File: src/rtl/core/dtma_pkg.sv
// Shared types, register codes, status codes and reset values for the
// dual thermocouple moving average block. No dependencies.
package dtma_pkg;

  // Ring depth default and reading range
  localparam int WINDOW_DEFAULT = 20;
  localparam int WORD_W         = 16;
  localparam int READING_W      = 12;
  localparam int READING_MAX    = 4095;

  // APB register map: register i at byte address 4*i
  localparam int APB_ADDR_W = 4;
  localparam int APB_DATA_W = 32;

  typedef logic [WORD_W-1:0]    word_t;
  typedef logic [READING_W-1:0] reading_t;
  typedef logic [1:0]           reg_index_t;

  localparam reg_index_t REG_ERROR_MASK = 2'd0;
  localparam reg_index_t REG_MAX_DIFF   = 2'd1;
  localparam reg_index_t REG_OVERTEMP   = 2'd2;

  localparam word_t    ERROR_MASK_RESET = 16'h0006;
  localparam reading_t MAX_DIFF_RESET   = 12'd100;
  localparam reading_t OVERTEMP_RESET   = 12'd1200;

  typedef enum logic [1:0] {
    STATUS_OK       = 2'd0,
    STATUS_FAULT    = 2'd1,
    STATUS_DISAGREE = 2'd2
  } status_t;

  typedef struct packed {
    word_t    error_mask;
    reading_t max_sensor_difference;
    reading_t overtemp_limit;
  } cfg_t;

  // Controller to datapath commands
  typedef struct packed {
    logic load_in;
    logic eval;
    logic push;
    logic load_out;
  } cmd_t;

  // Datapath to controller status
  typedef struct packed {
    logic reject;
    logic div_done;
  } sts_t;

endpackage

File: src/rtl/core/dtma_in_if.sv
// Request channel carrying one pair of raw converter words.
// Depends on dtma_pkg.
interface dtma_in_if;
  import dtma_pkg::*;

  logic  valid;
  logic  ready;
  word_t first_word;
  word_t second_word;

  modport source (output valid, output first_word, output second_word, input ready);
  modport sink   (input valid, input first_word, input second_word, output ready);
endinterface

File: src/rtl/core/dtma_out_if.sv
// Result channel carrying status, mean and flags for one request.
// Depends on dtma_pkg.
interface dtma_out_if;
  import dtma_pkg::*;

  logic       valid;
  logic       ready;
  logic [1:0] status;
  reading_t   mean_temp;
  logic       over_temperature;
  logic       have_reading;

  modport source (output valid, output status, output mean_temp,
                  output over_temperature, output have_reading, input ready);
  modport sink   (input valid, input status, input mean_temp,
                  input over_temperature, input have_reading, output ready);
endinterface

File: src/rtl/core/dtma_div.sv
// Restoring radix-2 divider, one quotient bit per cycle.
// Depends on nothing outside this file.
module dtma_div #(
  parameter int DIVIDEND_W = 17,
  parameter int DIVISOR_W  = 5
) (
  input  logic                  clk,
  input  logic                  rst,
  input  logic                  start,
  input  logic [DIVIDEND_W-1:0] dividend,
  input  logic [DIVISOR_W-1:0]  divisor,
  output logic                  done,
  output logic [DIVIDEND_W-1:0] quotient
);
  localparam int CNT_BITS = (DIVIDEND_W > 1) ? $clog2(DIVIDEND_W) : 1;
  localparam logic [CNT_BITS-1:0] LAST_STEP = CNT_BITS'(DIVIDEND_W - 1);

  logic                  busy;
  logic [CNT_BITS-1:0]   step;
  logic [DIVISOR_W-1:0]  rem;
  logic [DIVIDEND_W-1:0] quo;
  logic [DIVISOR_W-1:0]  dvs;
  logic [DIVISOR_W:0]    shifted;
  logic                  fits;

  // Trial subtract of the held divisor from the shifted remainder
  assign shifted = {rem, quo[DIVIDEND_W-1]};
  assign fits    = (shifted >= {1'b0, dvs});

  // Control: busy and done
  always_ff @(posedge clk) begin
    if (rst) begin
      busy <= 1'b0;
      done <= 1'b0;
      step <= '0;
    end else begin
      done <= 1'b0;
      if (start) begin
        busy <= 1'b1;
        step <= '0;
      end else if (busy) begin
        step <= step + CNT_BITS'(1);
        if (step == LAST_STEP) begin
          busy <= 1'b0;
          done <= 1'b1;
        end
      end
    end
  end

  // Datapath: hold the divisor, shift in one quotient bit per step
  always_ff @(posedge clk) begin
    if (start) begin
      rem <= '0;
      quo <= dividend;
      dvs <= divisor;
    end else if (busy) begin
      rem <= fits ? DIVISOR_W'(shifted - {1'b0, dvs}) : DIVISOR_W'(shifted);
      quo <= {quo[DIVIDEND_W-2:0], fits};
    end
  end

  assign quotient = quo;

endmodule

File: src/rtl/core/dtma_ctrl.sv
// Controller state machine: sequences input capture, checks, ring update,
// division and result hand-off. Depends on dtma_pkg.
module dtma_ctrl (
  input  logic           clk,
  input  logic           rst,
  input  logic           in_valid,
  output logic           in_ready,
  output logic           out_valid,
  input  logic           out_ready,
  output dtma_pkg::cmd_t cmd,
  input  dtma_pkg::sts_t sts
);
  import dtma_pkg::*;

  typedef enum logic [2:0] {
    S_IDLE,
    S_EVAL,
    S_PUSH,
    S_DIV,
    S_DONE
  } state_t;

  state_t state;
  state_t state_next;
  logic   out_valid_next;

  // Next state and commands
  always_comb begin
    state_next = state;
    cmd        = '0;
    case (state)
      S_IDLE: begin
        if (in_valid) begin
          cmd.load_in = 1'b1;
          state_next  = S_EVAL;
        end
      end
      S_EVAL: begin
        cmd.eval   = 1'b1;
        state_next = sts.reject ? S_DONE : S_PUSH;
      end
      S_PUSH: begin
        cmd.push   = 1'b1;
        state_next = S_DIV;
      end
      S_DIV: begin
        if (sts.div_done) begin
          state_next = S_DONE;
        end
      end
      S_DONE: begin
        if (!out_valid || out_ready) begin
          cmd.load_out = 1'b1;
          state_next   = S_IDLE;
        end
      end
      default: begin
        state_next = S_IDLE;
      end
    endcase
  end

  assign in_ready       = (state == S_IDLE);
  assign out_valid_next = cmd.load_out ? 1'b1 : (out_ready ? 1'b0 : out_valid);

  // Hold state and output valid
  always_ff @(posedge clk) begin
    if (rst) begin
      state     <= S_IDLE;
      out_valid <= 1'b0;
    end else begin
      state     <= state_next;
      out_valid <= out_valid_next;
    end
  end

  a_done_in_div: assert property (@(posedge clk) disable iff (rst)
    sts.div_done |-> state == S_DIV)
    else $error("divider finished outside the divide state");

  a_valid_from_done: assert property (@(posedge clk) disable iff (rst)
    $rose(out_valid) |-> $past(state) == S_DONE)
    else $error("result raised without passing through the done state");

  a_push_starts_div: assert property (@(posedge clk) disable iff (rst)
    cmd.push |=> state == S_DIV)
    else $error("ring update not followed by division");

endmodule

File: src/rtl/core/dtma_datapath.sv
// Datapath: word capture, fault and agreement checks, sample ring memory,
// running sum, serial divider and result register. Depends on dtma_pkg, dtma_div.
module dtma_datapath #(
  parameter int WINDOW = dtma_pkg::WINDOW_DEFAULT
) (
  input  logic              clk,
  input  logic              rst,
  input  dtma_pkg::cmd_t    cmd,
  output dtma_pkg::sts_t    sts,
  input  dtma_pkg::cfg_t    cfg,
  input  dtma_pkg::word_t   first_word,
  input  dtma_pkg::word_t   second_word,
  output dtma_pkg::status_t status,
  output dtma_pkg::reading_t mean_temp,
  output logic              over_temperature,
  output logic              have_reading
);
  import dtma_pkg::*;

  localparam int CNT_W  = $clog2(WINDOW + 1);
  localparam int SLOT_W = (WINDOW > 1) ? $clog2(WINDOW) : 1;
  localparam int SUM_W  = $clog2(READING_MAX * WINDOW + 1);
  localparam logic [SLOT_W-1:0] LAST_SLOT  = SLOT_W'(WINDOW - 1);
  localparam logic [CNT_W-1:0]  FULL_COUNT = CNT_W'(WINDOW);

  word_t              word_a;
  word_t              word_b;
  status_t            status_q;
  reading_t           sample_ring [WINDOW];
  reading_t           old_sample;
  logic [SLOT_W-1:0]  newest_slot;
  logic [SLOT_W-1:0]  oldest_slot;
  logic [CNT_W-1:0]   fill_count;
  logic [SUM_W-1:0]   running_sum;
  reading_t           current_mean;
  logic               accepted_any;

  reading_t           reading_a;
  reading_t           reading_b;
  logic [READING_W:0] pair_sum;
  reading_t           sample;
  reading_t           diff;
  logic               fault;
  logic               disagree;
  status_t            eval_status;
  logic               full;
  logic [SLOT_W-1:0]  newest_inc;
  logic [SLOT_W-1:0]  oldest_inc;
  logic [SLOT_W-1:0]  write_slot;
  logic [SUM_W-1:0]   sum_next;
  logic [CNT_W-1:0]   divisor;
  logic               div_done;
  logic [SUM_W-1:0]   quotient;

  // Extract readings and check the pair
  assign reading_a = word_a[READING_W+2:3];
  assign reading_b = word_b[READING_W+2:3];
  assign pair_sum  = {1'b0, reading_a} + {1'b0, reading_b};
  assign sample    = pair_sum[READING_W:1];
  assign diff      = (reading_a > reading_b) ? (reading_a - reading_b)
                                             : (reading_b - reading_a);
  assign fault     = (|(word_a & cfg.error_mask)) || (|(word_b & cfg.error_mask));
  assign disagree  = (diff > cfg.max_sensor_difference);

  always_comb begin
    if (fault) begin
      eval_status = STATUS_FAULT;
    end else if (disagree) begin
      eval_status = STATUS_DISAGREE;
    end else begin
      eval_status = STATUS_OK;
    end
  end

  assign sts.reject   = fault || disagree;
  assign sts.div_done = div_done;

  // Ring pointers and the next running sum
  assign full       = (fill_count == FULL_COUNT);
  assign newest_inc = (newest_slot == LAST_SLOT) ? '0 : newest_slot + SLOT_W'(1);
  assign oldest_inc = (oldest_slot == LAST_SLOT) ? '0 : oldest_slot + SLOT_W'(1);
  assign write_slot = (fill_count == '0) ? '0 : newest_inc;
  assign divisor    = full ? FULL_COUNT : fill_count + CNT_W'(1);

  always_comb begin
    if (full) begin
      sum_next = running_sum - SUM_W'(old_sample) + SUM_W'(sample);
    end else if (fill_count == '0) begin
      sum_next = SUM_W'(sample);
    end else begin
      sum_next = running_sum + SUM_W'(sample);
    end
  end

  // Capture the request words and the check result
  always_ff @(posedge clk) begin
    if (cmd.load_in) begin
      word_a <= first_word;
      word_b <= second_word;
    end
    if (cmd.eval) begin
      status_q <= eval_status;
    end
  end

  // Sample ring: read the oldest entry during checks, write on update
  always_ff @(posedge clk) begin
    if (cmd.eval) begin
      old_sample <= sample_ring[oldest_slot];
    end
    if (cmd.push) begin
      sample_ring[write_slot] <= sample;
    end
  end

  // Ring bookkeeping and mean
  always_ff @(posedge clk) begin
    if (rst) begin
      newest_slot  <= '0;
      oldest_slot  <= '0;
      fill_count   <= '0;
      running_sum  <= '0;
      current_mean <= '0;
      accepted_any <= 1'b0;
    end else begin
      if (cmd.push) begin
        running_sum  <= sum_next;
        accepted_any <= 1'b1;
        newest_slot  <= write_slot;
        if (full) begin
          oldest_slot <= oldest_inc;
        end else begin
          fill_count <= fill_count + CNT_W'(1);
        end
      end
      if (div_done) begin
        current_mean <= quotient[READING_W-1:0];
      end
    end
  end

  dtma_div #(
    .DIVIDEND_W (SUM_W),
    .DIVISOR_W  (CNT_W)
  ) u_div (
    .clk      (clk),
    .rst      (rst),
    .start    (cmd.push),
    .dividend (sum_next),
    .divisor  (divisor),
    .done     (div_done),
    .quotient (quotient)
  );

  // Result register
  always_ff @(posedge clk) begin
    if (cmd.load_out) begin
      status           <= status_q;
      mean_temp        <= current_mean;
      over_temperature <= (current_mean > cfg.overtemp_limit);
      have_reading     <= accepted_any;
    end
  end

  a_fill_bound: assert property (@(posedge clk) disable iff (rst)
    fill_count <= FULL_COUNT)
    else $error("fill count beyond window");

  a_oldest_still: assert property (@(posedge clk) disable iff (rst)
    (fill_count != FULL_COUNT) |-> (oldest_slot == '0))
    else $error("oldest slot moved before the ring filled");

  a_newest_tracks_fill: assert property (@(posedge clk) disable iff (rst)
    (fill_count != '0 && fill_count != FULL_COUNT)
      |-> (newest_slot == SLOT_W'(fill_count - CNT_W'(1))))
    else $error("newest slot out of step with fill count");

endmodule

File: src/rtl/core/dual_thermocouple_moving_average.sv
// Dual thermocouple moving average, top level: APB register file,
// controller and datapath. Depends on dtma_pkg, dtma_in_if, dtma_out_if,
// dtma_ctrl and dtma_datapath. An accepted pair passes the checks, the ring
// update and the serial divider before its result is registered; a rejected
// pair skips the ring update and the division. A new request is taken only
// once the result of the last one has been loaded into the output register.
// Reset (rst, synchronous): clears ring bookkeeping, mean and registers to
// defaults; ring contents stay undefined and need no clearing pass.
module dual_thermocouple_moving_average #(
  parameter int WINDOW = dtma_pkg::WINDOW_DEFAULT
) (
  input  logic                            clk,
  input  logic                            rst,
  dtma_in_if.sink                         sample_in,
  dtma_out_if.source                      result_out,
  input  logic                            psel,
  input  logic                            penable,
  input  logic                            pwrite,
  input  logic [dtma_pkg::APB_ADDR_W-1:0] paddr,
  input  logic [dtma_pkg::APB_DATA_W-1:0] pwdata,
  output logic [dtma_pkg::APB_DATA_W-1:0] prdata,
  output logic                            pready
);
  import dtma_pkg::*;

  cfg_t       cfg;
  cmd_t       cmd;
  sts_t       sts;
  reg_index_t reg_index;
  logic       reg_write;
  status_t    status;

  // Register access
  assign pready    = 1'b1;
  assign reg_index = paddr[APB_ADDR_W-1:2];
  assign reg_write = psel && penable && pwrite && pready;

  always_ff @(posedge clk) begin
    if (rst) begin
      cfg.error_mask            <= ERROR_MASK_RESET;
      cfg.max_sensor_difference <= MAX_DIFF_RESET;
      cfg.overtemp_limit        <= OVERTEMP_RESET;
    end else if (reg_write) begin
      case (reg_index)
        REG_ERROR_MASK: cfg.error_mask            <= pwdata[WORD_W-1:0];
        REG_MAX_DIFF:   cfg.max_sensor_difference <= pwdata[READING_W-1:0];
        REG_OVERTEMP:   cfg.overtemp_limit        <= pwdata[READING_W-1:0];
        default: begin
        end
      endcase
    end
  end

  always_comb begin
    case (reg_index)
      REG_ERROR_MASK: prdata = APB_DATA_W'(cfg.error_mask);
      REG_MAX_DIFF:   prdata = APB_DATA_W'(cfg.max_sensor_difference);
      REG_OVERTEMP:   prdata = APB_DATA_W'(cfg.overtemp_limit);
      default:        prdata = '0;
    endcase
  end

  dtma_ctrl u_ctrl (
    .clk       (clk),
    .rst       (rst),
    .in_valid  (sample_in.valid),
    .in_ready  (sample_in.ready),
    .out_valid (result_out.valid),
    .out_ready (result_out.ready),
    .cmd       (cmd),
    .sts       (sts)
  );

  dtma_datapath #(
    .WINDOW (WINDOW)
  ) u_datapath (
    .clk              (clk),
    .rst              (rst),
    .cmd              (cmd),
    .sts              (sts),
    .cfg              (cfg),
    .first_word       (sample_in.first_word),
    .second_word      (sample_in.second_word),
    .status           (status),
    .mean_temp        (result_out.mean_temp),
    .over_temperature (result_out.over_temperature),
    .have_reading     (result_out.have_reading)
  );

  assign result_out.status = status;

endmodule
File: src/flat_wrapper.sv
// flat-port wrapper written by rule: the top's interface ports become plain ports
module dual_thermocouple_moving_average_flat import dtma_pkg::*;
#(
  parameter int WINDOW = dtma_pkg::WINDOW_DEFAULT
)
  (clk, rst, psel, penable, pwrite, paddr, pwdata, prdata, pready, sample_in_valid, sample_in_first_word, sample_in_second_word, sample_in_ready, result_out_valid, result_out_status, result_out_mean_temp, result_out_over_temperature, result_out_have_reading, result_out_ready);
  dtma_in_if sample_in_i ();
  dtma_out_if result_out_i ();
  input  logic clk;
  input  logic rst;
  input  logic psel;
  input  logic penable;
  input  logic pwrite;
  input  logic [dtma_pkg::APB_ADDR_W-1:0] paddr;
  input  logic [dtma_pkg::APB_DATA_W-1:0] pwdata;
  output logic [dtma_pkg::APB_DATA_W-1:0] prdata;
  output logic pready;
  input wire logic [$bits(sample_in_i.valid)-1:0] sample_in_valid;
  input wire logic [$bits(sample_in_i.first_word)-1:0] sample_in_first_word;
  input wire logic [$bits(sample_in_i.second_word)-1:0] sample_in_second_word;
  output wire logic [$bits(sample_in_i.ready)-1:0] sample_in_ready;
  output wire logic [$bits(result_out_i.valid)-1:0] result_out_valid;
  output wire logic [$bits(result_out_i.status)-1:0] result_out_status;
  output wire logic [$bits(result_out_i.mean_temp)-1:0] result_out_mean_temp;
  output wire logic [$bits(result_out_i.over_temperature)-1:0] result_out_over_temperature;
  output wire logic [$bits(result_out_i.have_reading)-1:0] result_out_have_reading;
  input wire logic [$bits(result_out_i.ready)-1:0] result_out_ready;
  assign sample_in_i.valid = sample_in_valid;
  assign sample_in_i.first_word = sample_in_first_word;
  assign sample_in_i.second_word = sample_in_second_word;
  assign sample_in_ready = sample_in_i.ready;
  assign result_out_valid = result_out_i.valid;
  assign result_out_status = result_out_i.status;
  assign result_out_mean_temp = result_out_i.mean_temp;
  assign result_out_over_temperature = result_out_i.over_temperature;
  assign result_out_have_reading = result_out_i.have_reading;
  assign result_out_i.ready = result_out_ready;
  dual_thermocouple_moving_average #(.WINDOW(WINDOW)) u_core (.clk(clk), .rst(rst), .sample_in(sample_in_i), .result_out(result_out_i), .psel(psel), .penable(penable), .pwrite(pwrite), .paddr(paddr), .pwdata(pwdata), .prdata(prdata), .pready(pready));
endmodule
File: config.mk
export PLATFORM = sky130hd
export DESIGN_NAME = dual_thermocouple_moving_average_flat
export DESIGN_NICKNAME = d
export VERILOG_FILES = /design/src/rtl/core/dtma_pkg.sv /design/src/rtl/core/dtma_in_if.sv /design/src/rtl/core/dtma_out_if.sv /design/src/rtl/core/dtma_div.sv /design/src/rtl/core/dtma_ctrl.sv /design/src/rtl/core/dtma_datapath.sv /design/src/rtl/core/dual_thermocouple_moving_average.sv /design/src/flat_wrapper.sv
export SDC_FILE = /design/constraint.sdc
export NUM_CORES = 1
export LEC_CHECK = 0
export BUFFER_PORTS_ARGS = -buffer_cell sky130_fd_sc_hd__buf_4
export CAP_MARGIN = 20
export CORE_UTILIZATION = 26
export CTS_BUF_LIST = sky130_fd_sc_hd__clkbuf_8
export DETAILED_ROUTE_END_ITERATION = 7
export SYNTH_ARGS = -nofsm -noshare
export SYNTH_HDL_FRONTEND = slang
export SYNTH_SLANG_ARGS = --single-unit
File: constraint.sdc
create_clock -name clk -period 6.7 [get_ports clk]
set_input_delay 1.005 -clock clk [delete_from_list [all_inputs] [get_ports clk]]
set_output_delay 1.005 -clock clk [all_outputs]
set_load 0.01 [all_outputs]
==> results.cfg, run 1 <==
[run_status]
status = completed

[critical_path]
r2r_setup_slack_ns = 1.34
r2r-end = u_core.u_datapath.u_div.quotient[14]$_DFFE_PP_
cpPeakStageDelay_ns = 0.55
crit_type = reg2reg
critPathCaptureType = flop
slowest_stage = ha_1
critPathLaunchType = flop
cp_cell_sequence = ha_1 -> inv_1 -> fa_1 -> o21bai_2 -> a21oi_2 -> o21bai_2 -> a21oi_2 -> o31ai_2 -> xnor2_1 -> inv_1 -> ha_1 -> and3_1 -> o211a_1 -> a21oi_1 -> nor3_1 -> nand2_1 -> xnor2_1 -> a221oi_1 -> nor2_1
arrival_ns = 5.75
r2r.worst_path.cells = 19
r2r_start = u_core.u_datapath.word_b[3]$_DFFE_PP_
required_ns = 7.09
startpoint = u_core.u_datapath.word_b[3]$_DFFE_PP_
critPathMaxFanout = 21

[floorplan]
die_w_um = 286
rows = 103
die_area_mm2 = 0.0816
die_h_um = 286
ios = 126
core_area_mm2 = 0.0793
initial_utilization_pct = 26.4

[clock_tree]
cts_resized = 0
clock_latency_ns = 0.65
numCtsBuffers = 71
cts-root-buf = clkbuf_8
post_cts_buffers = 0
hold_buffers = 0
tritoncts = built
htree_levels = 3
clockBufferDepth = 3
cts_sinks = 425
clk_pin_slew_worst_paths_ns = 0.06

[finish]
fillers = 7943
final_util_pct = 30.5
area_growth_pct = 15.5
drive_above_1_share_pct = 18.4
finalNonFillerCells = 2890
fin_nets = 1986
diodes = 0

[power_and_ir_drop]
ir_drop_mv = 0.137
p_total_uw = 6310
p_leak_uw = 0.00868
power_density_mw_per_mm2 = 261

[job]
cap_violations = 0

[yosys]
synth_top_area_share_pct = 46.5
ys_warn_count = 0
syn-cell-area_mm2 = 0.0209
ys_seq_elements = 425
netlist_instances = 1674
synthFlopType = edfxtp_1
yosysUniqueCellTypes = 75
ys_seq_area_share_pct = 56.2
avgSynthCellArea_um2 = 12.5
async_reset_ff_share_pct = 0
synth_top_area_cell = edfxtp_1
synth_most_common_cell = edfxtp_1
synth_edf_count = 324
synthTopCellsByArea = edfxtp_1 47%, dfxtp_1 9.7%, mux4_2 7.8%
synth_top_cells_by_count = 324 x edfxtp_1, 137 x nand2_1, 137 x nor2_1, 121 x inv_1, 109 x a21oi_1

[timing]
holdWs_ns = 0.423
worst_pin_slew_ns = 1.00
skew_ns = 0.0242
hold_viol = 0
setup_tns_ns = 0
period_minus_slack_ns = 5.36
setup_viol = 0
rsz0062_at_grt = false
post-route-period-util_pct = 80.1
max_freq_mhz = 186
slew_violations = 0
slew_headroom_pct = 33.0

[route]
wl_per_cell_um = 18.0
drt_iter0_drc = 1094
vias_per_cell = 4.76
wirelength_mm = 51.9
num_vias = 13757
ant_nets = 0
dr.pass1.iters = 5
drc = 0

[global_route]
antenna_found_initial = 0
grt_max_degree = 64
overflow = 0
grt_pass1_wl_mm = 79.8
grt_pass1_vias = 13530
gr-usage-all-layers_pct = 12.7

[hold_path]
hold_start = u_core.u_datapath.status_q[0]$_SDFFCE_PP1N_
hp-class = reg2reg
whs_path_depth = 0
hold_end = u_core.u_datapath.status[0]$_DFFE_PP_

[placed_design]
port-buffer-count = 90
place.gp.congestion = 0.865
dp_hpwl_mm = 35.7
dp.cells = 2769
## critical path: cells and delay by family, from the launching register on
kind	cells	cell delay (ns)
compound gates	8	1.55
fa+ha+maj	3	1.23
simple gates	4	0.88
buf+inv	2	0.56
xor+xnor	2	0.49
flops	1	0.40
## placed cells by master (no fill, tap or decap), types with 11 or more instances in the layout
cell        n
edfxtp_1  324
inv_1     145
nand2_1   137
nor2_1    121
buf_4     114
a21oi_1   109
ha_1      102
dfxtp_1    99
clkbuf_8   80
o21ai_0    76
mux4_2     72
mux2i_1    41
xnor2_1    37
nor3_1     26
a21o_1     21
nand3_1    21
a211oi_1   19
xor2_1     19
o211ai_1   17
fa_1       17
conb_1     17
nand4_1    16
nor2_2     16
nand2b_1   14
mux2_2     13
and2_1     12
nor2b_1    11
## area by class of cell
| class | instances | area (um2) | share of cell area [%] |
|---|---|---|---|
| flip-flops and latches | 425 | 11800 | 48.7 |
| multi-input cells | 1058 | 8420 | 34.9 |
| well taps | 1050 | 1310 | 5.44 |
| clock buffers | 80 | 1100 | 4.56 |
| repair buffers | 115 | 867 | 3.59 |
| inverters | 121 | 454 | 1.88 |
| clock inverters | 41 | 250 | 1.04 |
## kinds of logic after synthesis
logic type	share of synthesized area, %
compound gates	9.94
xor+xnor	2.55
fa+ha+maj	7.73
buf+inv	4.20
flops	56.2
mux	10.5
other cells	0.0359
simple gates	8.88
## registers in the layout, summed over array words and instances, names as in the netlist, 2 cells and up
name / flops
u_core.u_datapath.oldest_slot: 5
u_core.u_ctrl.state: 3
u_core.u_datapath.mean_temp: 12
u_core.u_datapath.u_div.dvs: 5
u_core.u_datapath.newest_slot: 5
u_core.u_datapath.word_b: 16
u_core.u_datapath.fill_count: 5
u_core.u_datapath.running_sum: 17
u_core.u_datapath.u_div.step: 5
u_core.u_datapath.status: 2
u_core.u_datapath.u_div.quotient: 17
u_core.u_datapath.u_div.rem: 5
u_core.u_datapath.old_sample: 12
u_core.cfg: 40
u_core.u_datapath.current_mean: 12
u_core.u_datapath.sample_ring: 240
u_core.u_datapath.status_q: 2
u_core.u_datapath.word_a: 16
## metal layers
metal	part of all wire [%]	GRT usage, %
met1	46	17.6
met2	47	20.1
met3	5.5	2.60
met4	1.6	3.18
met5	0	0
## power breakdown
group          switching [uW]  leakage (uW)  internal, uW
clock                    1050      0.000778          1170
sequential               33.5       0.00376          2980
combinational             681       0.00415           388
## how the worst max path moves through the flow
stage	to	slack (ns)	cells after the start
after detailed placement	u_core.u_datapath.u_div.quotient[14]$_DFFE_PP_	1.33	19
after global routing	u_core.u_datapath.u_div.quotient[14]$_DFFE_PP_	0.91	19
after floorplan	u_core.u_datapath.u_div.quotient[14]$_DFFE_PP_	1.68	21
after CTS	u_core.u_datapath.u_div.quotient[14]$_DFFE_PP_	1.30	19
after global placement	u_core.u_datapath.u_div.quotient[14]$_DFFE_PP_	1.43	19
final	u_core.u_datapath.u_div.quotient[14]$_DFFE_PP_	1.34	19
## through the flow
stage	setup slack, ns	area, um2
after floorplan	1.68	21000
after global placement	1.43	22800
after detailed placement	1.33	22800
after CTS	1.30	24200
after global routing	0.909	24200
final	1.34	24200
Power figures use the tool's default switching activity.
==> run 2, diff against run 1 <==
--- a/config.mk
+++ b/config.mk
@@ -5,6 +5,7 @@
 export SDC_FILE = /design/constraint.sdc
 export NUM_CORES = 1
 export LEC_CHECK = 0
+export ABC_AREA = 1
 export BUFFER_PORTS_ARGS = -buffer_cell sky130_fd_sc_hd__buf_4
 export CAP_MARGIN = 20
 export CORE_UTILIZATION = 26
==> constraint.sdc (replaced) <==
create_clock -name clk -period 4.5 [get_ports clk]
set_input_delay 0.675 -clock clk [delete_from_list [all_inputs] [get_ports clk]]
set_output_delay 0.675 -clock clk [all_outputs]
set_load 0.01 [all_outputs]
==> results.cfg, run 2 <==
[global_route]
gr-usage-all-layers_pct = 13.6
overflow = 0
grt_max_degree = 88
grt_pass1_wl_mm = 88.3
grt_pass1_vias = 15581
antenna_found_initial = 2

[power_and_ir_drop]
ir_drop_mv = 0.198
power_frac_clock_pct = 35.5
internal_power_uw = 6750
p_comb_share_pct = 17.6
p_switching_uw = 2810
swShare_pct = 29.4
power_density_mw_per_mm2 = 384
p_leak_uw = 0.0101
seqPwrFrac_pct = 46.9

[yosys]
synth_top_area_share_pct = 45.2
avgSynthCellArea_um2 = 9.31
ys_seq_area_share_pct = 54.6
ys_seq_elements = 425
ys_warn_count = 0
synth_top_family_by_area = simple AND/OR/NAND/NOR gates
synth_top_cells_by_count = 411 x nand2_1, 324 x edfxtp_1, 297 x nor2_1, 228 x o21ai_0, 224 x inv_1
synthTopCellsByArea = edfxtp_1 45%, dfxtp_1 9.4%, nand2_1 7.2%
synth_most_common_cell = nand2_1
syn-cell-area_mm2 = 0.0215
synth_top_area_cell = edfxtp_1
synth_adder_area_share_pct = 7.51
yosysUniqueCellTypes = 51
synth_edf_count = 324
synth-xor-area-share_pct = 1.26
netlist_instances = 2310
synth_compound_area_share_pct = 12.2
synthFlopType = edfxtp_1
synthMuxAreaShare_pct = 0
yosys.area_share.simple_pct = 17.9
async_reset_ff_share_pct = 0

[timing]
worst_pin_slew_ns = 1.10
max_freq_mhz = 243
skew_ns = 0.0303
hold_viol = 0
slew_headroom_pct = 26.9
layout_setup_ws_ns = 0.387
rsz0062_at_grt = false
post-route-period-util_pct = 91.4
setup_tns_ns = 0
slew_violations = 0
period_minus_slack_ns = 4.11
setup_viol = 0

[route]
ant_nets = 0
drc = 0
vias_per_cell = 4.60
dr.pass1.iters = 5
num_vias = 16389
drt_iter0_drc = 1246
wl_per_cell_um = 16.3
wirelength_mm = 57.9

[clock_tree]
tritoncts = built
htree_levels = 3
clock_latency_ns = 0.67
numCtsBuffers = 69
cts_sinks = 425
clk_pin_slew_worst_paths_ns = 0.06
post_cts_buffers = 0
clockBufferDepth = 3
cts-root-buf = clkbuf_8

[placed_design]
dp.cells = 3432
place.gp.congestion = 0.950
post-place-ws_ns = 0.352
port-buffer-count = 90
placed_cell_area_mm2 = 0.0235
dp_hpwl_mm = 40.1

[critical_path]
path_common_cell = nand2_1
startpoint = u_core.u_datapath.word_b[3]$_DFFE_PP_
slowest_stage = fa_1
critPathCaptureType = flop
r2r_start = u_core.u_datapath.word_b[3]$_DFFE_PP_
r2r.worst_path.cells = 23
critPathMaxFanout = 5
cpPeakStageDelay_ns = 0.49
critPathLaunchType = flop
required_ns = 4.91
r2r_setup_slack_ns = 0.39
cp_cell_sequence = ha_1 -> inv_1 -> fa_1 -> inv_1 -> nand2_1 -> a21oi_4 -> nand2_1 -> nand2_1 -> nand2_1 -> nand3_1 -> nand2_1 -> fa_1 -> inv_1 -> ha_1 -> nand2_1 -> o21ai_0 -> inv_1 -> nand3_1 -> nand2_1 -> nand3_1 -> nand3_1 -> nand2_1 -> nand2_1
critPathTopFamily = adder cells
worst-path-buf-inv = 4
crit_type = reg2reg
arrival_ns = 4.52
r2r-end = u_core.u_datapath.u_div.quotient[11]$_DFFE_PP_

[floorplan]
initial_utilization_pct = 26.2
die_h_um = 290
core_area_mm2 = 0.0820
die_w_um = 290
die_area_mm2 = 0.0839
ios = 126
rows = 105

[hold_path]
whs_path_depth = 1
hp-class = in2reg
hold_end = u_core.u_datapath.word_a[13]$_DFFE_PP_
hold_start = sample_in_first_word[13]

[finish]
area_growth_pct = 15.8
final_common_cell = nand2_1
reg_top3 = u_core.u_datapath.sample_ring x240, u_core.cfg x40
top_register = u_core.u_datapath.sample_ring
largest_reg_flops = 240
fin_area_mm2 = 0.0249
mostFrequentLayoutCells = 411 x nand2_1, 324 x edfxtp_1, 297 x nor2_1
finalNonFillerCells = 3559
fin_nets = 2627
fillers = 8606
drive_above_1_share_pct = 11.1

[job]
cap_violations = 0

[run_status]
status = completed
==> run 2: worst max-delay path by stage <==
stage,end,slack (ns),depth (start not counted)
floorplan,u_core.u_datapath.u_div.quotient[5]$_DFFE_PP_,0.49,19
global placement,u_core.u_datapath.u_div.quotient[10]$_DFFE_PP_,0.41,21
detailed placement,u_core.u_datapath.u_div.quotient[6]$_DFFE_PP_,0.35,19
CTS,u_core.u_datapath.u_div.quotient[6]$_DFFE_PP_,0.33,19
global route,u_core.u_datapath.u_div.quotient[11]$_DFFE_PP_,0.01,23
finish,u_core.u_datapath.u_div.quotient[11]$_DFFE_PP_,0.39,23
==> run 2: power by group through the flow <==
stage / clock network, uW / registers [uW] / logic [uW]
3_3_place_gp: 0 / 4560 / 1640
3_5_place_dp: 0 / 4560 / 1660
5_1_grt: 3630 / 4490 / 1890
2_1_floorplan: 0 / 4550 / 1110
4_1_cts: 3470 / 4480 / 1670
6_report: 3390 / 4480 / 1690
==> run 2: through the flow <==
| step | hold slack, ns | total power (uW) | util (%) |
|---|---|---|---|
| 6_report | 0.194 | 9560 | 30.4 |
| 5_1_grt | 0.171 | 10000 | 30.4 |
| 4_1_cts | 0.145 | 9620 | 30.4 |
| 3_5_place_dp | 0.420 | 6220 | 28.7 |
| 3_3_place_gp | 0.416 | 6200 | 28.7 |
| 2_1_floorplan | 0.400 | 5660 | - |
==> run 2: final cells by class <==
| type | count | area, um2 | share of cell area, % |
|---|---|---|---|
| Tap cell | 1070 | 1340 | 5.37 |
| Sequential cell | 425 | 11800 | 47.2 |
| Clock inverter | 52 | 378 | 1.52 |
| Multi-Input combinational cell | 1560 | 8450 | 33.9 |
| Timing Repair Buffer | 140 | 1060 | 4.27 |
| Inverter | 237 | 896 | 3.60 |
| Antenna cell | 1 | 2.50 | 0.0100 |
| Clock buffer | 74 | 1020 | 4.09 |
==> run 2: repair_timing <==
action / 4_1_cts / 5_1_grt
setup endpoints to repair: 0 / 7
hold buffers: 0 / 0
resized for setup: 0 / 2
==> run 2: cells by family (layout without fill, tap and decap cells) <==
| kind of cell | Yosys count | in the layout |
|---|---|---|
| buf+inv | 340 | 503 |
| xor+xnor | 31 | 31 |
| other cells | 2 | 18 |
| compound gates | 479 | 479 |
| fa+ha+maj | 119 | 119 |
| flops | 425 | 425 |
| simple gates | 914 | 914 |
==> run 2: per-layer routing <==
layer	up-vias	track usage (%)	wire, um
li1	8139	-	-
met1	7722	17.7	25600
met2	422	22.6	27700
met3	104	2.00	2920
met4	2	5.37	1680
met5	-	0	9
==> run 3, diff against run 2 <==
--- a/config.mk
+++ b/config.mk
@@ -5,7 +5,7 @@
 export SDC_FILE = /design/constraint.sdc
 export NUM_CORES = 1
 export LEC_CHECK = 0
-export ABC_AREA = 1
+export ABC_AREA = 0
 export BUFFER_PORTS_ARGS = -buffer_cell sky130_fd_sc_hd__buf_4
 export CAP_MARGIN = 20
 export CORE_UTILIZATION = 26
==> constraint.sdc (replaced) <==
create_clock -name clk -period 4.5 [get_ports clk]
set_input_delay 0.675 -clock clk [delete_from_list [all_inputs] [get_ports clk]]
set_output_delay 0.675 -clock clk [all_outputs]
set_load 0.02 [all_outputs]
==> results.cfg, run 3 (synthesis results as in run 1) <==
[run_status]
status = completed

[placed_design]
dp_hpwl_mm = 38.3
place.gp.congestion = 0.905
post-place-ws_ns = -0.241
dp.cells = 2863
port-buffer-count = 90
placed_cell_area_mm2 = 0.0235

[finish]
top_register = u_core.u_datapath.sample_ring
fin_nets = 2090
area_growth_pct = 21.0
mostFrequentLayoutCells = 324 x edfxtp_1, 212 x buf_4, 136 x inv_1
fin_area_mm2 = 0.0253
finalNonFillerCells = 3001
final_util_pct = 31.9
reg_top3 = u_core.u_datapath.sample_ring x240, u_core.cfg x40
drive_above_1_share_pct = 25.0
largest_reg_flops = 240
diodes = 0
final_common_cell = edfxtp_1

[timing]
skew_ns = 0.0447
setup_viol = 0
slew_violations = 0
layout_setup_ws_ns = 0.0841
slew_headroom_pct = 36.1
worst_pin_slew_ns = 0.957
max_freq_mhz = 226
setup_tns_ns = 0
post-route-period-util_pct = 98.1
rsz0062_at_grt = true
period_minus_slack_ns = 4.42
hold_viol = 0

[clock_tree]
cts-root-buf = clkbuf_8
tritoncts = built
numCtsBuffers = 72
clk_pin_slew_worst_paths_ns = 0.06
hold_buffers = 0
clockBufferDepth = 3
clock_latency_ns = 0.66
htree_levels = 3
cts_sinks = 425

[hold_path]
hp-class = in2reg

[route]
dr.pass1.iters = 7
wl_per_cell_um = 18.3
ant_nets = 0
drc = 0
drt_iter0_drc = 1057
num_vias = 14099
wirelength_mm = 54.8
vias_per_cell = 4.70

[floorplan]
rows = 103
initial_utilization_pct = 26.4
die_area_mm2 = 0.0816
die_w_um = 286
core_area_mm2 = 0.0793
die_h_um = 286
ios = 126

[global_route]
gr-usage-all-layers_pct = 13.2
antenna_found_initial = 2
use_met2_pct = 21.4
grt_use_met1_pct = 17.6
overflow = 0
grt_pass1_wl_mm = 82.8
top_usage_layer = met2
grt_pass1_vias = 14101
grt_max_degree = 64
grtUsageMet3_pct = 2.94

[power_and_ir_drop]
power_density_mw_per_mm2 = 389
ir_drop_mv = 0.227
p_leak_uw = 0.00925

[critical_path]
arrival_ns = 4.95
required_ns = 5.03
critPathLaunchType = flop
critPathCaptureType = flop
critPathMaxFanout = 3
crit_type = reg2reg
r2r_setup_slack_ns = 0.08

[job]
cap_violations = 0
==> run 3: cell types whose count changed in the layout (fill, tap and decap cells not counted), sizes merged, moves of 18 or more <==
cell / change
nor2: -170
o22ai: -60
mux2i: +41
xnor2: +39
o21ai: -160
nand2: -274
nand3: -109
inv: -117
a21o: +18
buf: +78
mux4: +72
==> run 3: repair_timing <==
action / CTS / global route
gates resized for setup: 14 / 64
pin swaps: 6 / 60
setup buffers: 1 / 8
setup endpoints to repair: 15 / 26
==> run 3: through the flow <==
step / power [uW] / hold slack [ns]
floorplan: 5690 / 0.400
global placement: 6310 / 0.408
detailed placement: 6360 / 0.417
CTS: 9800 / 0.140
global route: 10300 / 0.148
finish: 9840 / 0.199
==> run 3: power breakdown <==
group	total (uW)	switching, uW	leakage (uW)	internal (uW)
Clock	3380	1630	0.000784	1750
Sequential	4490	51.0	0.00376	4440
Combinational	1970	1150	0.00471	825
Total	9840	2830	0.00925	7010
==> run 3: per-layer routing <==
layer,vias up,share of wire (%)
li1,6570,-
met1,7007,44
met2,427,48
met3,91,6.1
met4,4,2.2
met5,-,0.047
==> run 3: path summary, 6_finish.rpt <==
check / start / to / cells past startpoint
worst min register to register: u_core.u_datapath.status_q[1]$_SDFFCE_PP0N_ / u_core.u_datapath.status[1]$_DFFE_PP_ / 0
worst min-delay path: sample_in_first_word[14] / u_core.u_datapath.word_a[14]$_DFFE_PP_ / 1
worst max register to register: u_core.u_datapath.word_a[3]$_DFFE_PP_ / u_core.u_datapath.running_sum[13]$_SDFFE_PP0P_ / 22
worst max-delay path: u_core.u_datapath.word_a[3]$_DFFE_PP_ / u_core.u_datapath.running_sum[13]$_SDFFE_PP0P_ / 22
==> run 3: critical path, cell delays in order (launching register included) <==
cell and delay (ns):
edfxtp_1 0.37, ha_2 0.20, inv_2 0.05, fa_2 0.41, o21bai_4 0.15, a21oi_4 0.08
o21bai_4 0.18, a2111oi_4 0.10, a211o_1 0.31, xnor2_4 0.22, inv_2 0.05, fa_1 0.50
inv_2 0.05, ha_4 0.27, nand3_1 0.08, a211oi_2 0.19, a21oi_2 0.13, o311ai_2 0.35
xnor2_1 0.17, nor2_1 0.08, buf_4 0.13, o21ai_0 0.16, a21oi_1 0.08
==> run 3: final cells by class <==
| type | count | area, um2 |
|---|---|---|
| clock buffers | 75 | 1030 |
| clock inverters | 54 | 353 |
| fillers | 7841 | 54000 |
| inverters | 121 | 457 |
| multi-input cells | 1058 | 8720 |
| flip-flops and latches | 425 | 11800 |
| well taps | 1050 | 1310 |
| repair buffers | 218 | 1680 |
